--- config.mk ---
export PLATFORM = sky130hd
export DESIGN_NAME = mf5_queue
export DESIGN_NICKNAME = d
export VERILOG_FILES = /design/src/rtl/mf5_pkg.sv /design/src/rtl/mf5_queue.sv
export VERILOG_INCLUDE_DIRS = /design/src /design/src/rtl
export SDC_FILE = /design/constraint.sdc
export NUM_CORES = 2
export LEC_CHECK = 0
export ABC_AREA = 1
export BUFFER_PORTS_ARGS = -buffer_cell sky130_fd_sc_hd__buf_2
export CAP_MARGIN = 20
export CORE_MARGIN = 5
export CORE_UTILIZATION = 40
export DETAILED_ROUTE_END_ITERATION = 12
export PLACE_DENSITY = 0.66
export RECOVER_POWER = 100
export SETUP_SLACK_MARGIN = 0.05
export SYNTH_ARGS = -nofsm -noshare
export SYNTH_HDL_FRONTEND = slang
export SYNTH_SLANG_ARGS = --single-unit
export TNS_END_PERCENT = 50
--- constraint.sdc ---
create_clock -name aclk -period 16.4 [get_ports aclk]
set_input_delay 0.82 -clock aclk [delete_from_list [all_inputs] [get_ports aclk]]
set_output_delay 0.82 -clock aclk [all_outputs]
set_load 0.01 [all_outputs]
--- src/rtl/median_filter_5x5_rgb_macros.svh ---
// assertion helpers shared by the rtl files
`ifndef MEDIAN_FILTER_5X5_RGB_MACROS_SVH
`define MEDIAN_FILTER_5X5_RGB_MACROS_SVH

// implication checked at every rising clock edge, off while in reset
`define MF5_ASSERT_IMPL(label, clk, rstn, ante, cons, msg) \
    label: assert property (@(posedge clk) disable iff (!rstn) (ante) |-> (cons)) \
        else $error(msg);

// consequence checked in the cycle after the antecedent
`define MF5_ASSERT_NEXT(label, clk, rstn, ante, cons, msg) \
    label: assert property (@(posedge clk) disable iff (!rstn) (ante) |=> (cons)) \
        else $error(msg);

`endif

--- src/rtl/mf5_pkg.sv ---
// ----------------------------------------------------------------------------
// mf5_pkg
// types, constants and sort network helpers for the 5x5 rgb median filter
// ----------------------------------------------------------------------------
`default_nettype none

package mf5_pkg;

    localparam int MAX_WIDTH_DEF  = 1024;
    localparam int MAX_HEIGHT_DEF = 4096;
    localparam int WIN_SIZE       = 25;
    localparam int SORT_N         = 32;
    localparam int SORT_STAGES    = 15;
    localparam int MEDIAN_RANK    = 12;
    localparam int QUEUE_DEPTH    = 4;
    localparam int CFG_W          = 13;
    localparam int WIDTH_REG_W    = 11;
    localparam int HEIGHT_REG_W   = 13;
    localparam int LINE_ROWS      = 4;

    localparam logic [7:0]  PAD_VALUE     = 8'hFF;
    localparam logic [10:0] WIDTH_RESET   = 11'd640;
    localparam logic [12:0] HEIGHT_RESET  = 13'd480;

    // register indexes
    localparam logic CFG_IDX_WIDTH  = 1'b0;
    localparam logic CFG_IDX_HEIGHT = 1'b1;

    typedef logic [23:0] pix_t;
    typedef logic [SORT_N-1:0][7:0] vec_t;
    typedef vec_t [2:0] rgb_vec_t;

    typedef struct packed {
        pix_t [WIN_SIZE-1:0] win;
        logic                last;
    } win_item_t;

    // merge size of one layer of the odd-even merge network
    function automatic int stage_p(int s);
        int cnt;
        int p;
        int k;
        int res;
        cnt = 0;
        res = 1;
        for (p = 1; p < SORT_N; p = p * 2) begin
            for (k = p; k >= 1; k = k / 2) begin
                if (cnt == s) res = p;
                cnt++;
            end
        end
        return res;
    endfunction

    // compare distance of one layer
    function automatic int stage_k(int s);
        int cnt;
        int p;
        int k;
        int res;
        cnt = 0;
        res = 1;
        for (p = 1; p < SORT_N; p = p * 2) begin
            for (k = p; k >= 1; k = k / 2) begin
                if (cnt == s) res = k;
                cnt++;
            end
        end
        return res;
    endfunction

endpackage

`default_nettype wire

--- src/rtl/mf5_queue.sv ---
// ----------------------------------------------------------------------------
// mf5_queue
// short fifo of full windows between the window builder and the sorter
// ----------------------------------------------------------------------------
`default_nettype none

module mf5_queue
    import mf5_pkg::*;
#(
    parameter int DEPTH = QUEUE_DEPTH
) (
    input  wire logic                         aclk,
    input  wire logic                         aresetn,
    input  wire logic                         push,
    input  win_item_t                         push_item,
    input  wire logic                         pop,
    output logic                              q_valid,
    output win_item_t                         q_item,
    output logic [$clog2(DEPTH+1)-1:0]        q_count
);

    `include "median_filter_5x5_rgb_macros.svh"

    localparam int PTR_W = $clog2(DEPTH);
    localparam int CNT_W = $clog2(DEPTH + 1);

    win_item_t                 buf_reg [DEPTH];
    logic [PTR_W-1:0]          wr_ptr_reg, rd_ptr_reg;
    logic [CNT_W-1:0]          count_reg;

    always_ff @(posedge aclk) begin
        if (!aresetn) begin
            wr_ptr_reg <= '0;
            rd_ptr_reg <= '0;
            count_reg  <= '0;
        end else begin
            if (push) begin
                wr_ptr_reg <= (32'(wr_ptr_reg) == DEPTH - 1) ? '0 : wr_ptr_reg + PTR_W'(1);
            end
            if (pop) begin
                rd_ptr_reg <= (32'(rd_ptr_reg) == DEPTH - 1) ? '0 : rd_ptr_reg + PTR_W'(1);
            end
            if (push && !pop) begin
                count_reg <= count_reg + CNT_W'(1);
            end else if (pop && !push) begin
                count_reg <= count_reg - CNT_W'(1);
            end
        end
    end

    always_ff @(posedge aclk) begin
        if (push) begin
            buf_reg[wr_ptr_reg] <= push_item;
        end
    end

    assign q_valid = (count_reg != '0);
    assign q_item  = buf_reg[rd_ptr_reg];
    assign q_count = count_reg;

    `MF5_ASSERT_IMPL(a_no_overflow, aclk, aresetn, push && !pop,
        32'(count_reg) < DEPTH, "window queue overflow")
    `MF5_ASSERT_IMPL(a_no_underflow, aclk, aresetn, pop, count_reg != '0,
        "window queue underflow")

endmodule

`default_nettype wire

==> impl_metrics.tcl <==
set metrics [dict create \
    outcome "finished with violations" \
    violations "capacitance limit, slew limit" \
    cpLargestDelayFamily "buffers and inverters" \
    crit_top_cell "clkbuf_1" \
    vdd.ir_drop.worst_uv 112 \
    port_buffers 1209 \
    cts_buffers 233 \
    syn_to_final_growth_pct 16.0 \
    drc 0 \
    cap_violations 39 \
    period_minus_slack_ps 11260 \
    nNetsFinal 7593 \
    slew_headroom -2.81 \
    total_power_mw 13.5 \
    p_sw_mw 3.25 \
    detail_route.iter0.violations 4793 \
    rows 173 \
    grt_start_max_net_pins 247 \
    grt_pass1_wl_mm 348 \
    power_frac_comb 0.096 \
    worst_slack_ps 5140 \
    avgSynthCellArea_um2 15.2 \
    required_ps 15580 \
    yosysSeqAreaShare 0.813 \
    met1_usage 0.243 \
    final_area_mm2 0.103 \
    rsz0062_at_grt "false" \
    crit_arrival_ps 10440 \
    synth_cells 5870 \
    met3_usage 0.0767 \
    io-pin-count 1210 \
    critPathCaptureType "output pin" \
    pwr-share-seq 0.530 \
    start_util 0.401 \
    first_pass_iters 5 \
    critical_path_buf_inv_count 4 \
    antenna_found_initial 149 \
    intPower_mw 10.2 \
    mappedNetlistNets 6482 \
    gp_routability_congestion 0.856 \
    h-tree-depth 4 \
    ys_ff_latch 2413 \
    worstSkewPairLatency_ps 830 \
    dpl.hpwl_mm 151 \
    clock_power_share 0.375 \
    dr_total_vias 54900 \
    postPlaceCellArea_mm2 0.0974 \
    busiest_layer "met2" \
    numClockSinks 2413 \
    p_leak_nw 32.4 \
    tightest_slew_ps 5710 \
    wl_per_cell_um 23.8 \
    drv_slew 2477 \
    largest_reg_flops 2404 \
    fin_crit_sh 0.687 \
    cts_hold_buf 0 \
    cts.clk_slew.worst_paths_ps 70 \
    place_ws_ps 10440 \
    post_cts_resized 0 \
    postCtsSetupRepairBufs 0 \
    path_class "flip-flop to output pin" \
    cp_slowest_stage_delay_ps 2710 \
    use_met2 0.315 \
    hold_viol 0 \
    nFillCells 19400 \
    dieHeight_um 482 \
    wl_mm 244 \
    ys_types 24 \
    switching_share 0.241 \
    final.setup.tns_ps 0 \
    syn_area_mm2 0.0890 \
    yosysWarnings 0 \
    skew_ps 38.9 \
    setup.worst_path.start_class "flip-flop" \
    grt_overflow 0 \
    vias_per_cell 5.37 \
    crit_chain "clkinvlp_2 -> clkbuf_1 -> clkbuf_1 -> o21ai_0 -> o22ai_1 -> clkbuf_1" \
    fmax_mhz 88.8 \
    grt_usage 0.200 \
    cts_root_buffer "clkbuf_16" \
    cts_buffer_depth 3 \
    grt_pass1_vias 52600 \
    min_path_type "primary input to flip-flop" \
    cts_tree "done" \
    dieArea_mm2 0.232 \
    setup_viol 0 \
    drive_gt1_frac 0.0578 \
    ant_nets 0 \
    critPathSlowestCell "clkinvlp_2" \
    cp_max_fo 117 \
    die_w_um 482 \
    cellPowerDensity_mw_per_mm2 131 \
    core_mm2 0.222 \
    holdWs_ps 215 \
]
layout by cell type, fill, tap and decap left out, drive strengths merged:
cell type  Yosys  final
bufinv         0     11
o22ai        601    601
nand2          9      9
nand3          1      1
nand4          1      1
ha             6      6
dfxtp          9      9
clkbuf       227   1475
nor2        1211   1211
diode          0     88
xor2           1      1
clkinvlp       0      8
edfxtp      2404   2404
fa             1      1
clkinv         1     95
buf          173    105
a21oi          3      3
o21ai       1205   1205
nor3           2      2
inv           15     19
synth_stat cells:
master    number  area [um^2]
edfxtp_1    2404        72200
nor2_1      1211         4550
o21ai_0     1145         5730
o22ai_1      601         3760
clkbuf_1     212          796
buf_2        101          505
o21ai_1       60          300
buf_6         39          439
buf_4         32          240
clkbuf_2      14         70.1
inv_1         14         52.6
dfxtp_1        9          180
nand2_1        9         33.8
ha_1           6         75.1
a21oi_1        3         15.0
nor3_1         2         10.0
buf_8          1         15.0
clkbuf_4       1         7.51
clkinv_1       1         3.75
fa_1           1         20.0
inv_4          1         6.26
nand3_1        1         5.00
nand4_1        1         6.26
xor2_1         1         8.76
through the flow:
stage	utilization	std cells
CTS	0.471	10100
detailed placement	0.439	9719
global placement	0.439	9719
finish	0.465	10200
floorplan	-	5870
global route	0.465	10200
layer usage:
layer  up-vias  part of all wire
met5         -            0.0030
met4       104             0.039
met3       529              0.11
met2      2248              0.48
met1     27400              0.37
li1      24700                 -
cells by family (layout without fill, tap and decap cells):
| logic type | after synthesis | count (layout) | synth area share |
|---|---|---|---|
| buf+inv | 416 | 1713 | 0.0240 |
| simple gates | 1224 | 1224 | 0.0517 |
| xor+xnor | 1 | 1 | 0.0000984 |
| flops | 2413 | 2413 | 0.813 |
| other cells | 0 | 88 | 0 |
| compound gates | 1809 | 1809 | 0.110 |
| fa+ha+maj | 7 | 7 | 0.00107 |
worst register-to-register path: cells and delay by family, from the launching register on:
kind | cells | cell delay [ps]
buffers and inverters | 5 | 9780
flip-flops | 1 | 390
adder cells (fa/ha/maj) | 1 | 170
AND/OR/NAND/NOR | 1 | 60
final timing paths:
path	start	endpoint	slack [ps]	depth (start not counted)
max	flip-flop	q_item[336]	5140	6
min reg2reg	wr_ptr_reg[1]	wr_ptr_reg[1]	530	2
min	push_item[130]	buf_reg[0][130]	220	1
max reg2reg	wr_ptr_reg[0]	buf_reg[1][567]	5430	7
power by group through the flow:
stage	combinational, mW	sequential [mW]	clock (mW)
final	1.29	7.14	5.05
after global routing	1.40	7.16	5.42
after CTS	1.36	7.12	5.15
after detailed placement	1.36	7.25	0
after global placement	1.33	7.24	0
after floorplan	0.694	7.38	0
layout make-up:
type	instances	area, um^2	share of cell area
antenna	88	220	0.00213
inverter	16	82.6	0.000800
clock buffer	304	6160	0.0597
sequential	2413	72400	0.701
multi-input combinational	3041	14500	0.141
timing repair buffer	1276	5120	0.0496
clock inverter	117	1050	0.0102
tap	2975	3720	0.0361
(Power assumes the default switching activity.)
